**config.mk**
```make
export PLATFORM = sky130hd
export DESIGN_NAME = tlb_page_table_translator
export DESIGN_NICKNAME = d
export VERILOG_FILES = /design/src/design/tpt_pkg.sv /design/src/design/tpt_ram.sv /design/src/design/tpt_ctrl.sv /design/src/design/tpt_datapath.sv /design/src/design/tlb_page_table_translator.sv
export SDC_FILE = /design/constraint.sdc
export NUM_CORES = 2
export LEC_CHECK = 0
export BUFFER_PORTS_ARGS = -buffer_cell sky130_fd_sc_hd__buf_4
export CAP_MARGIN = 5
export CORE_MARGIN = 2
export CORE_UTILIZATION = 50
export CTS_CLUSTER_DIAMETER = 120
export CTS_CLUSTER_SIZE = 10
export DETAILED_ROUTE_END_ITERATION = 10
export PLACE_DENSITY = 0.67
export SLEW_MARGIN = 25
export SYNTH_ARGS = -nofsm -noshare
export SYNTH_HDL_FRONTEND = slang
export SYNTH_SLANG_ARGS = --single-unit
```
**constraint.sdc**
```tcl
create_clock -name clk_i -period 6.2 [get_ports clk_i]
set_input_delay 0.93 -clock clk_i [delete_from_list [all_inputs] [get_ports clk_i]]
set_output_delay 0.93 -clock clk_i [all_outputs]
set_load 0.02 [all_outputs]
```
**src/design/tpt_pkg.sv**
```systemverilog
`default_nettype none
// ----------------------------------------------------------------------------
// tpt_pkg
// Shared types, sizes and tables for the TLB / page-table translator.
// ----------------------------------------------------------------------------
package tpt_pkg;

  localparam int TLB_ENTRIES = 16;
  localparam int PAGE_COUNT  = 256;
  localparam int FRAME_BYTES = 256;

  localparam int ADDR_W     = 16;
  localparam int BYTE_W     = 8;
  localparam int COUNT_W    = 32;
  localparam int FREE_W     = 9;
  localparam int PIDX_W     = $clog2(PAGE_COUNT);
  localparam int TLB_IDX_W  = $clog2(TLB_ENTRIES);
  localparam int PAGE_SPAN  = 1 << BYTE_W;

  typedef logic [PIDX_W-1:0] pidx_lut_t [PAGE_SPAN];

  // page number to table index (page modulo table size), built at elaboration
  function automatic pidx_lut_t build_pidx_lut();
    pidx_lut_t lut;
    for (int i = 0; i < PAGE_SPAN; i++) begin
      lut[i] = PIDX_W'(i % PAGE_COUNT);
    end
    return lut;
  endfunction

  localparam pidx_lut_t PIDX_LUT = build_pidx_lut();

  typedef enum logic [1:0] {
    ST_IDLE,
    ST_LOOKUP,
    ST_PT_READ
  } state_e;

  // controller -> datapath
  typedef struct packed {
    logic load;         // capture the incoming address
    logic pt_read;      // read the page-table RAM
    logic finish_hit;   // retire a TLB hit
    logic finish_fault; // retire a page fault (map new frame)
    logic finish_read;  // retire a mapped miss from RAM data
  } cmd_t;

  // datapath -> controller
  typedef struct packed {
    logic hit;
    logic mapped;
    logic out_free;
  } status_t;

endpackage : tpt_pkg
`default_nettype wire

```
**src/design/tpt_ram.sv**
```systemverilog
`default_nettype none
// ----------------------------------------------------------------------------
// tpt_ram
// Generic single-write, single-read RAM with registered read data.
// ----------------------------------------------------------------------------
module tpt_ram #(
  parameter int WIDTH = 8,
  parameter int DEPTH = 256
) (
  input  wire logic                     clk_i,
  input  wire logic                     we_i,
  input  wire logic [$clog2(DEPTH)-1:0] waddr_i,
  input  wire logic [WIDTH-1:0]         wdata_i,
  input  wire logic                     re_i,
  input  wire logic [$clog2(DEPTH)-1:0] raddr_i,
  output logic      [WIDTH-1:0]         rdata_o
);

  logic [WIDTH-1:0] mem_q [DEPTH];
  logic [WIDTH-1:0] rdata_q;

  always_ff @(posedge clk_i) begin
    if (we_i) begin
      mem_q[waddr_i] <= wdata_i;
    end
    if (re_i) begin
      rdata_q <= mem_q[raddr_i];
    end
  end

  assign rdata_o = rdata_q;

endmodule : tpt_ram
`default_nettype wire

```
**src/design/tpt_ctrl.sv**
```systemverilog
`default_nettype none
// ----------------------------------------------------------------------------
// tpt_ctrl
// Sequencer: accept, TLB lookup, optional page-table read, retire.
// ----------------------------------------------------------------------------
module tpt_ctrl (
  input  wire logic             clk_i,
  input  wire logic             rst_ni,
  input  wire logic             in_valid_i,
  output logic                  in_ready_o,
  input  wire tpt_pkg::status_t status_i,
  output tpt_pkg::cmd_t         cmd_o
);
  import tpt_pkg::*;

  state_e state_q, state_d;

  always_ff @(posedge clk_i or negedge rst_ni) begin
    if (!rst_ni) begin
      state_q <= ST_IDLE;
    end else begin
      state_q <= state_d;
    end
  end

  always_comb begin
    state_d    = state_q;
    cmd_o      = '0;
    in_ready_o = 1'b0;
    case (state_q)
      ST_IDLE: begin
        in_ready_o = 1'b1;
        if (in_valid_i) begin
          cmd_o.load = 1'b1;
          state_d    = ST_LOOKUP;
        end
      end
      ST_LOOKUP: begin
        if (status_i.hit) begin
          if (status_i.out_free) begin
            cmd_o.finish_hit = 1'b1;
            state_d          = ST_IDLE;
          end
        end else if (!status_i.mapped) begin
          if (status_i.out_free) begin
            cmd_o.finish_fault = 1'b1;
            state_d            = ST_IDLE;
          end
        end else begin
          cmd_o.pt_read = 1'b1;
          state_d       = ST_PT_READ;
        end
      end
      ST_PT_READ: begin
        // RAM data holds while the output slot is busy
        if (status_i.out_free) begin
          cmd_o.finish_read = 1'b1;
          state_d           = ST_IDLE;
        end
      end
      default: begin
        state_d = ST_IDLE;
      end
    endcase
  end

endmodule : tpt_ctrl
`default_nettype wire

```
**src/design/tpt_datapath.sv**
```systemverilog
`default_nettype none
// ----------------------------------------------------------------------------
// tpt_datapath
// TLB entries, page-table valid bits and RAM, frame allocator, counters and
// the output register.
// ----------------------------------------------------------------------------
module tpt_datapath (
  input  wire logic                          clk_i,
  input  wire logic                          rst_ni,
  input  wire tpt_pkg::cmd_t                 cmd_i,
  output tpt_pkg::status_t                   status_o,
  input  wire logic [tpt_pkg::ADDR_W-1:0]    logical_address_i,
  output logic                               out_valid_o,
  input  wire logic                          out_ready_i,
  output logic      [tpt_pkg::ADDR_W-1:0]    physical_address_o,
  output logic      [tpt_pkg::BYTE_W-1:0]    page_number_o,
  output logic      [tpt_pkg::BYTE_W-1:0]    frame_number_o,
  output logic                               tlb_hit_o,
  output logic                               page_fault_o,
  output logic      [tpt_pkg::COUNT_W-1:0]   hit_count_o,
  output logic      [tpt_pkg::COUNT_W-1:0]   fault_count_o
);
  import tpt_pkg::*;

  // current item
  logic [ADDR_W-1:0]    addr_q;
  logic [PIDX_W-1:0]    pidx_q;

  // TLB
  logic [PIDX_W-1:0]    tlb_tag_q   [TLB_ENTRIES];
  logic [BYTE_W-1:0]    tlb_frame_q [TLB_ENTRIES];
  logic [TLB_ENTRIES-1:0] tlb_valid_q;
  logic [TLB_IDX_W-1:0] ptr_q;

  // page table bookkeeping
  logic [PAGE_COUNT-1:0] page_valid_q;
  logic [FREE_W-1:0]     next_free_q;
  logic [COUNT_W-1:0]    hits_q, faults_q;

  // output register
  logic                  out_valid_q;
  logic [ADDR_W-1:0]     out_phys_q;
  logic [BYTE_W-1:0]     out_page_q, out_frame_q;
  logic                  out_hit_q, out_fault_q;

  logic                  hit;
  logic [BYTE_W-1:0]     hit_frame;
  logic [BYTE_W-1:0]     ram_rdata;
  logic [BYTE_W-1:0]     new_frame;
  logic [BYTE_W-1:0]     res_frame;
  logic                  finish;
  logic                  tlb_fill;

  // fully associative match; the highest matching index wins
  always_comb begin
    hit       = 1'b0;
    hit_frame = '0;
    for (int i = 0; i < TLB_ENTRIES; i++) begin
      if (tlb_valid_q[i] && (tlb_tag_q[i] == pidx_q)) begin
        hit       = 1'b1;
        hit_frame = tlb_frame_q[i];
      end
    end
  end

  assign new_frame = next_free_q[BYTE_W-1:0];
  assign tlb_fill  = cmd_i.finish_fault | cmd_i.finish_read;
  assign finish    = cmd_i.finish_hit | tlb_fill;

  always_comb begin
    res_frame = ram_rdata;
    if (cmd_i.finish_hit) begin
      res_frame = hit_frame;
    end else if (cmd_i.finish_fault) begin
      res_frame = new_frame;
    end
  end

  assign status_o.hit      = hit;
  assign status_o.mapped   = page_valid_q[pidx_q];
  assign status_o.out_free = !out_valid_q || out_ready_i;

  tpt_ram #(
    .WIDTH (BYTE_W),
    .DEPTH (PAGE_COUNT)
  ) u_page_table (
    .clk_i   (clk_i),
    .we_i    (cmd_i.finish_fault),
    .waddr_i (pidx_q),
    .wdata_i (new_frame),
    .re_i    (cmd_i.pt_read),
    .raddr_i (pidx_q),
    .rdata_o (ram_rdata)
  );

  // control state
  always_ff @(posedge clk_i or negedge rst_ni) begin
    if (!rst_ni) begin
      tlb_valid_q  <= '0;
      ptr_q        <= '0;
      page_valid_q <= '0;
      next_free_q  <= '0;
      hits_q       <= '0;
      faults_q     <= '0;
      out_valid_q  <= 1'b0;
    end else begin
      if (finish) begin
        out_valid_q <= 1'b1;
      end else if (out_ready_i) begin
        out_valid_q <= 1'b0;
      end
      if (cmd_i.finish_hit && (hits_q != '1)) begin
        hits_q <= hits_q + COUNT_W'(1);
      end
      if (cmd_i.finish_fault) begin
        page_valid_q[pidx_q] <= 1'b1;
        next_free_q          <= next_free_q + FREE_W'(1);
        if (faults_q != '1) begin
          faults_q <= faults_q + COUNT_W'(1);
        end
      end
      if (tlb_fill) begin
        tlb_valid_q[ptr_q] <= 1'b1;
        ptr_q <= (ptr_q == TLB_IDX_W'(TLB_ENTRIES - 1)) ? '0 : ptr_q + TLB_IDX_W'(1);
      end
    end
  end

  // payload
  always_ff @(posedge clk_i) begin
    if (cmd_i.load) begin
      addr_q <= logical_address_i;
      pidx_q <= PIDX_LUT[logical_address_i[ADDR_W-1:BYTE_W]];
    end
    if (tlb_fill) begin
      tlb_tag_q[ptr_q]   <= pidx_q;
      tlb_frame_q[ptr_q] <= res_frame;
    end
    if (finish) begin
      out_phys_q  <= ADDR_W'(32'(res_frame) * FRAME_BYTES + 32'(addr_q[BYTE_W-1:0]));
      out_page_q  <= addr_q[ADDR_W-1:BYTE_W];
      out_frame_q <= res_frame;
      out_hit_q   <= cmd_i.finish_hit;
      out_fault_q <= cmd_i.finish_fault;
    end
  end

  assign out_valid_o        = out_valid_q;
  assign physical_address_o = out_phys_q;
  assign page_number_o      = out_page_q;
  assign frame_number_o     = out_frame_q;
  assign tlb_hit_o          = out_hit_q;
  assign page_fault_o       = out_fault_q;
  assign hit_count_o        = hits_q;
  assign fault_count_o      = faults_q;

endmodule : tpt_datapath
`default_nettype wire

```
**src/design/tlb_page_table_translator.sv**
```systemverilog
`default_nettype none
// ----------------------------------------------------------------------------
// tlb_page_table_translator
// Logical to physical address translation: 16-entry TLB with FIFO
// replacement backed by a 256-entry page table with demand frame allocation.
// ----------------------------------------------------------------------------
//  channel   handshake                  payload
//  input     in_valid_i / in_ready_o    logical_address_i
//  output    out_valid_o / out_ready_i  physical_address_o, page_number_o,
//                                       frame_number_o, tlb_hit_o,
//                                       page_fault_o, hit_count_o,
//                                       fault_count_o
//
//  One item at a time: a TLB hit or page fault retires from the lookup state
//  after accept; a miss on a mapped page adds a page-table RAM read state.
//  The one-entry output register lets the next transfer be accepted while a
//  result waits; retirement stalls only while that register is still full.
//  Reset clears TLB and page valid bits, pointer, frame allocator, counters.
// ----------------------------------------------------------------------------
module tlb_page_table_translator (
  input  wire logic                          clk_i,
  input  wire logic                          rst_ni,
  input  wire logic                          in_valid_i,
  output logic                               in_ready_o,
  input  wire logic [tpt_pkg::ADDR_W-1:0]    logical_address_i,
  output logic                               out_valid_o,
  input  wire logic                          out_ready_i,
  output logic      [tpt_pkg::ADDR_W-1:0]    physical_address_o,
  output logic      [tpt_pkg::BYTE_W-1:0]    page_number_o,
  output logic      [tpt_pkg::BYTE_W-1:0]    frame_number_o,
  output logic                               tlb_hit_o,
  output logic                               page_fault_o,
  output logic      [tpt_pkg::COUNT_W-1:0]   hit_count_o,
  output logic      [tpt_pkg::COUNT_W-1:0]   fault_count_o
);
  import tpt_pkg::*;

  cmd_t    cmd;
  status_t status;

  tpt_ctrl u_ctrl (
    .clk_i      (clk_i),
    .rst_ni     (rst_ni),
    .in_valid_i (in_valid_i),
    .in_ready_o (in_ready_o),
    .status_i   (status),
    .cmd_o      (cmd)
  );

  tpt_datapath u_datapath (
    .clk_i              (clk_i),
    .rst_ni             (rst_ni),
    .cmd_i              (cmd),
    .status_o           (status),
    .logical_address_i  (logical_address_i),
    .out_valid_o        (out_valid_o),
    .out_ready_i        (out_ready_i),
    .physical_address_o (physical_address_o),
    .page_number_o      (page_number_o),
    .frame_number_o     (frame_number_o),
    .tlb_hit_o          (tlb_hit_o),
    .page_fault_o       (page_fault_o),
    .hit_count_o        (hit_count_o),
    .fault_count_o      (fault_count_o)
  );

endmodule : tlb_page_table_translator
`default_nettype wire

```
After elaboration in Yosys (flattened, before gate mapping)
Memories as Yosys holds them, arrays and structs flattened. A register that Yosys moved wholly into a read port is not among the register bits.
Cells that the tools add are included.
Widths: inputs -> output; s select.
- bits in registers: 402
- output and inout port bits: 100
- logic and storage cells: 141
- bits in read-only memories: 2048
- RAM bits: 2304
- input bits: 20
- memories kept: 4
- latch bits: 0
- memory list (memory ; depth ; width ; read ports ; clocked after memory_dff ; wr ports ; RTL line ; text):
    (name not given) ; 256 ; 8 ; 1 ; 1 ; 0 ; tpt_datapath.sv:133 ; pidx_q <= PIDX_LUT[logical_address_i[ADDR_W-1:BYTE_W]];
    u_datapath.u_page_table.mem_q ; 256 ; 8 ; 1 ; 1 ; 1 ; tpt_ram.sv:19 ; logic [WIDTH-1:0] mem_q [DEPTH];
    u_datapath.tlb_frame_q ; 16 ; 8 ; 16 ; 0 ; 1 ; tpt_datapath.sv:31 ; logic [BYTE_W-1:0] tlb_frame_q [TLB_ENTRIES];
    u_datapath.tlb_tag_q ; 16 ; 8 ; 16 ; 0 ; 1 ; tpt_datapath.sv:30 ; logic [PIDX_W-1:0] tlb_tag_q [TLB_ENTRIES];
- $mul: 0
- bitwise operators: 5
- magnitude comparators: 4
- equal/unequal tests: 22
- shifts and indexed selects: 0
- divide/modulo/power cells: 0
- add/subtract/negate cells: 5
- reduce and logical (&&, ||, !) cells: 24
- mux-type cells: 63
- operators with widths (cell ; number):
    $or 256x256->256 ; 1
    $mux 8 ; 18
    $eq 8x8->1 ; 16
    $add 32x1->32 const B ; 2
    $ne 32x32->1 const B ; 2
    $mux 1 ; 35
    $logic_and 1x1->1 ; 19
    $add 16x8->16 ; 1
    $or 16x16->16 ; 1
    $add 9x1->9 const B ; 1
    $lt 8x9->1 const B ; 1
    $not 8->9 ; 1
    $bmux 1 s8 ; 1
    $demux 1 s8 ; 1
    $ge 8x1->1 const B ; 1
    $mux 2 ; 4
    $pmux 2 s3 ; 1
    $lt 4x5->1 const B ; 1
    $add 4x1->4 const B ; 1
    $demux 1 s4 ; 1
    $eq 4x4->1 const B ; 1
    $ge 4x1->1 const B ; 1
    $mux 4 ; 1
    $mux 3 ; 1
    9 further kinds ; 10

Longest topological paths before layout
- depth after elaboration: 23
- mapped depth: 16
- depth with buffers taken out: 10

Hierarchy
From an unflattened synthesis, not the netlist that was laid out.
- cells, all modules: 5609
- area total of the unflattened synthesis: 106673.6 sq um
- modules (own cells, without submodules) (module ; sequential area each (sq um) ; instances ; area each (sq um) ; cells an instance):
    tpt_ram ; 61739.2 ; 1 ; 79636.4 ; 3733
    tpt_datapath ; 17682.0 ; 1 ; 26879.5 ; 1859
    tpt_ctrl ; 50.0 ; 1 ; 157.7 ; 17

Worst setup path before layout
No wires, ideal clock.
- path kind: register -> register
- start point: register u_datapath.next_free_q[2]
- end point: register u_datapath.out_frame_q[2], in the netlist u_datapath.frame_number_o[2] (data pin)
- path buffers: 0
- period minus slack after synthesis: 4.927 ns
- setup time: 0.338 ns
- setup slack: 1.273 ns
- required time: 5.862 ns
- stages on the path, launching flop included: 4
- arrival time: 4.590 ns
- cells stage by stage: dfrtp_1 -> and3_1 -> a21oi_1 -> o21ai_0
- cells in the longest elaborated chain, start to end: 2
- RTL lines (item ; RTL line ; text):
    start: declaration ; tpt_datapath.sv:37 ; logic [FREE_W-1:0] next_free_q;
    start signal: assignment ; tpt_datapath.sv:117 ; next_free_q <= next_free_q + FREE_W'(1);
    $mux 8 ; tpt_datapath.sv:74 ; end else if (cmd_i.finish_fault) begin
    $mux 8 ; tpt_datapath.sv:72 ; if (cmd_i.finish_hit) begin
    net u_datapath.res_frame[2] ; tpt_datapath.sv:50 ; logic [BYTE_W-1:0] res_frame;
    end signal: assignment ; tpt_datapath.sv:142 ; out_frame_q <= res_frame;
    end: declaration ; tpt_datapath.sv:43 ; logic [BYTE_W-1:0] out_page_q, out_frame_q;
The timed path passes the listed nets, and every way through them passes these cells.
A chain may end at the register's enable or synchronous reset.

Worst setup path after layout
- start point: register u_datapath.pidx_q[0]
- end point: memory u_datapath.u_page_table.mem_q[156][6] (enable)
- cells in the longest elaborated chain, start to end: 22
- elaborated cells on any way between the ends: 55
- classes of those cells: 16 x eq/ne; 23 x mux; 16 x reduce/logical
- RTL lines (item ; RTL line ; text):
    start: declaration ; tpt_datapath.sv:27 ; logic [PIDX_W-1:0] pidx_q;
    $eq 8x8->1 ; tpt_datapath.sv:59 ; if (tlb_valid_q[i] && (tlb_tag_q[i] == pidx_q)) begin
    $logic_and 1x1->1 ; tpt_datapath.sv:59 ;
    $mux 1 (16 in series) ; tpt_datapath.sv:59 ;
    $mux 1 ; tpt_ctrl.sv:39 ; if (status_i.hit) begin
    $mux 3 ; tpt_ctrl.sv:30 ; case (state_q)
    $mux 1 ; tpt_ram.sv:23 ; if (we_i) begin
    $mux 1 (not written as such) ; tpt_ram.sv:24 ; mem_q[waddr_i] <= wdata_i;
    end: declaration ; tpt_ram.sv:19 ;
Parallel ways exist; a longest one is shown, timed or not. The select of a mux whose other input is x is not followed.

==> qor.yml <==
timing:
  max_freq_ghz: 0.166
  final_hold_viol_count: 0
  slew_headroom: 0.195
  setup_tns_ps: 0
  setup_viol: 0
  skew_ps: 64.2
  worst_pin_slew_ps: 1200
  min_period_ps: 6020
  rsz0062_at_grt: "true"
  final_max_slew_viol_count: 0
  period_share: 0.972
  setup_ws_ps: 176
grt:
  antenna_found_initial: 4
  grt_pass1_vias: 53800
  grt_max_degree: 210
  overflow: 0
  grt_pass1_wl_um: 390000
  grtUsageTotal: 0.248
critical_path:
  required_ps: 6750
  r2r_slack_ps: 180
  start_kind: "register"
  crit_fanout: 54
  end_kind: "register"
  r2r_end: "u_datapath.u_page_table.mem_q[156][6]"
  r2r-start: "u_datapath.pidx_q[0]"
  reg2reg_depth: 12
  critPathKind: "register to register"
  crit_arrival_ps: 6570
clock_network:
  cts_buffers: 320
  clockRootBuffer: "clkbuf_16"
  worstSkewPairLatency_ps: 930
  post_cts.repair.setup_buffers: 0
  clock_path_buffers: 4
  cts_tree: "built"
  clkTransAtPathRegs_ps: 50
  htree_levels: 5
  cts_sinks: 2705
floorplan:
  die_y_um: 465
  dieArea_um2: 217000
  rows: 169
  fp.dieW_um: 465
  core_area_um2: 212000
  ioPinCount: 120
  start_util: 0.502
detailed_routing:
  ant_nets: 0
  vias_per_cell: 6.29
  postRouteWirelength_um: 268000
  post_drt_wl_per_cell_um: 31.2
  drt_pre_antenna_iters: 7
  first_iter_violations: 6725
  vias: 54000
  drcViolationCount: 0
run:
  max_cap_viol_count: 0
final_layout:
  seqCellArea_um2: 79500
  drive_gt1_frac: 0.267
  finalCoreUtilization: 0.568
  multi_input_area_um2: 25600
  fill_cells: 15500
  syn_to_final_growth_pct: 13.0
  final_common_cell: "edfxtp_1"
  final_net_count: 5617
  most-common-layout-cells: "2354 x edfxtp_1, 730 x mux4_2, 343 x dfrtp_1, 325 x clkbuf_16, 316 x nor2_1"
pwr:
  p_leak_uw: 0.0387
  peakVddDrop_uv: 341
  p_per_area_nw_per_um2: 374
logic_synthesis:
  syn_avg_cell_area_um2: 20.3
  ys_seq_elements: 2705
  syn_area_um2: 106000
  ys_seq_area_frac: 0.747
  syn_inst: 5242
  yosys_warnings: 0
  synth_edf_count: 2354
  ys_types: 72
  ys_async_sr_fraction: 0.130
  synth_ff_type: "edfxtp_1"
  syn-num-nets: 5269
placed_design:
  hpwl_um: 167000
  portBuffers: 119
  gp_congestion: 0.881
  place_ws_ps: 306
hold_path:
  whs_path_depth: 1
  hp-class: "input pin to register"
  holdPathEnd: "u_datapath.addr_q[1]"
  min-delay-start: "logical_address_i[1]"
status:
  status: "finished, final reports clean"
per-layer routing:
layer,track usage,vias up,wire length [µm]
met3,0.0491,529,23800
met1,0.365,28700,111000
met2,0.377,2811,125000
met4,0.0802,6,9170
li1,-,21900,-
met5,0,-,41
cell usage after synthesis, types with 18 or more instances:
master | number | area, µm²
nand2b_1 | 20 | 125
dfrtp_1 | 351 | 8780
nand3_1 | 81 | 405
mux4_2 | 730 | 16400
or2_2 | 85 | 532
a21oi_1 | 28 | 140
nand2_1 | 169 | 634
o21bai_1 | 192 | 1440
clkbuf_1 | 104 | 390
buf_1 | 51 | 191
nor2b_1 | 20 | 125
buf_4 | 18 | 135
inv_1 | 20 | 75.1
nand4_1 | 44 | 275
buf_2 | 111 | 556
edfxtp_1 | 2354 | 70700
nor3_1 | 37 | 185
xnor2_1 | 160 | 1400
xor2_1 | 37 | 324
mux2i_1 | 21 | 210
and3_1 | 18 | 113
o21ai_0 | 35 | 175
nor2_1 | 338 | 1270
through the flow:
step / cell area, µm² / std cells / hold WS (ps) / total power [µW]
2_1_floorplan: 106000 / 5242 / 400 / 26300
3_3_place_gp: 111000 / 8081 / 401 / 28700
3_5_place_dp: 111000 / 8082 / 405 / 28900
4_1_cts: 120000 / 8574 / 136 / 45200
5_1_grt: 120000 / 8581 / 158 / 46300
6_report: 120000 / 8585 / 198 / 44900
state kept, by name, summed over array words and instances (netlist names), 4 cells and up:
register,count
u_datapath.pidx_q,8
u_datapath.u_page_table.rdata_o,8
u_datapath.ptr_q,4
u_datapath.tlb_frame_q,128
u_datapath.u_page_table.mem_q,2048
u_datapath.hit_count_o,32
u_datapath.page_number_o,8
u_datapath.frame_number_o,8
u_datapath.next_free_q,8
u_datapath.page_valid_q,256
u_datapath.addr_q,8
u_datapath.tlb_valid_q,16
u_datapath.fault_count_o,32
u_datapath.physical_address_o,8
u_datapath.tlb_tag_q,128
cell type report:
class | count | area share
Antenna cell | 5 | 0.000104
Clock buffer | 486 | 0.0727
Clock inverter | 5 | 0.000333
Inverter | 21 | 0.000717
Multi-Input combinational cell | 2222 | 0.213
Sequential cell | 2705 | 0.661
Tap cell | 2821 | 0.0293
Timing Repair Buffer | 320 | 0.0234
kinds of logic (layout without fill, tap and decap cells):
family,after synthesis,after routing,synth area share
compound gates,361,361,0.0245
xor+xnor,197,197,0.0162
fa+ha+maj,7,7,0.000823
buf+inv,315,832,0.0138
flops,2705,2705,0.747
mux,767,767,0.158
other cells,0,5,0
simple gates,890,890,0.0400
worst max path at each step:
stage,from,depth (start not counted),to,slack (ps)
final,u_datapath.pidx_q[0],12,u_datapath.u_page_table.mem_q[156][6],180
after floorplan,u_datapath.next_free_q[2],3,u_datapath.frame_number_o[2],1270
after CTS,u_datapath.pidx_q[0],11,u_datapath.u_page_table.mem_q[92][2],290
after global placement,u_datapath.pidx_q[0],10,u_datapath.u_page_table.mem_q[76][1],350
after global routing,u_datapath.pidx_q[0],11,u_datapath.u_page_table.mem_q[21][3],-20
after detailed placement,u_datapath.pidx_q[0],11,u_datapath.u_page_table.mem_q[100][3],310
timing repair:
| item | in CTS | in global routing |
|---|---|---|
| endpoints found under the setup margin | 0 | 50 |
| gates resized for setup | 0 | 7 |
| endpoints found under the hold margin | 10 | 0 |
| hold buffers | 1 | 0 |
critical path, cell delays in order, from the launching register on:
cell	delay, ps
edfxtp_1	770
buf_12	400
mux4_2	560
a22oi_1	200
nand2_1	150
a311oi_1	340
a32oi_1	190
a2111oi_4	760
nand2_4	220
inv_2	450
nand2_4	490
buf_4	370
nor2_1	620
report_power, final:
part	internal, µW	switching (µW)	total (µW)
registers	21600	552	22200
clock network	9580	6820	16400
logic	2180	4190	6370
total	33400	11600	44900
No activity file was read; power rests on OpenSTA's default activity.
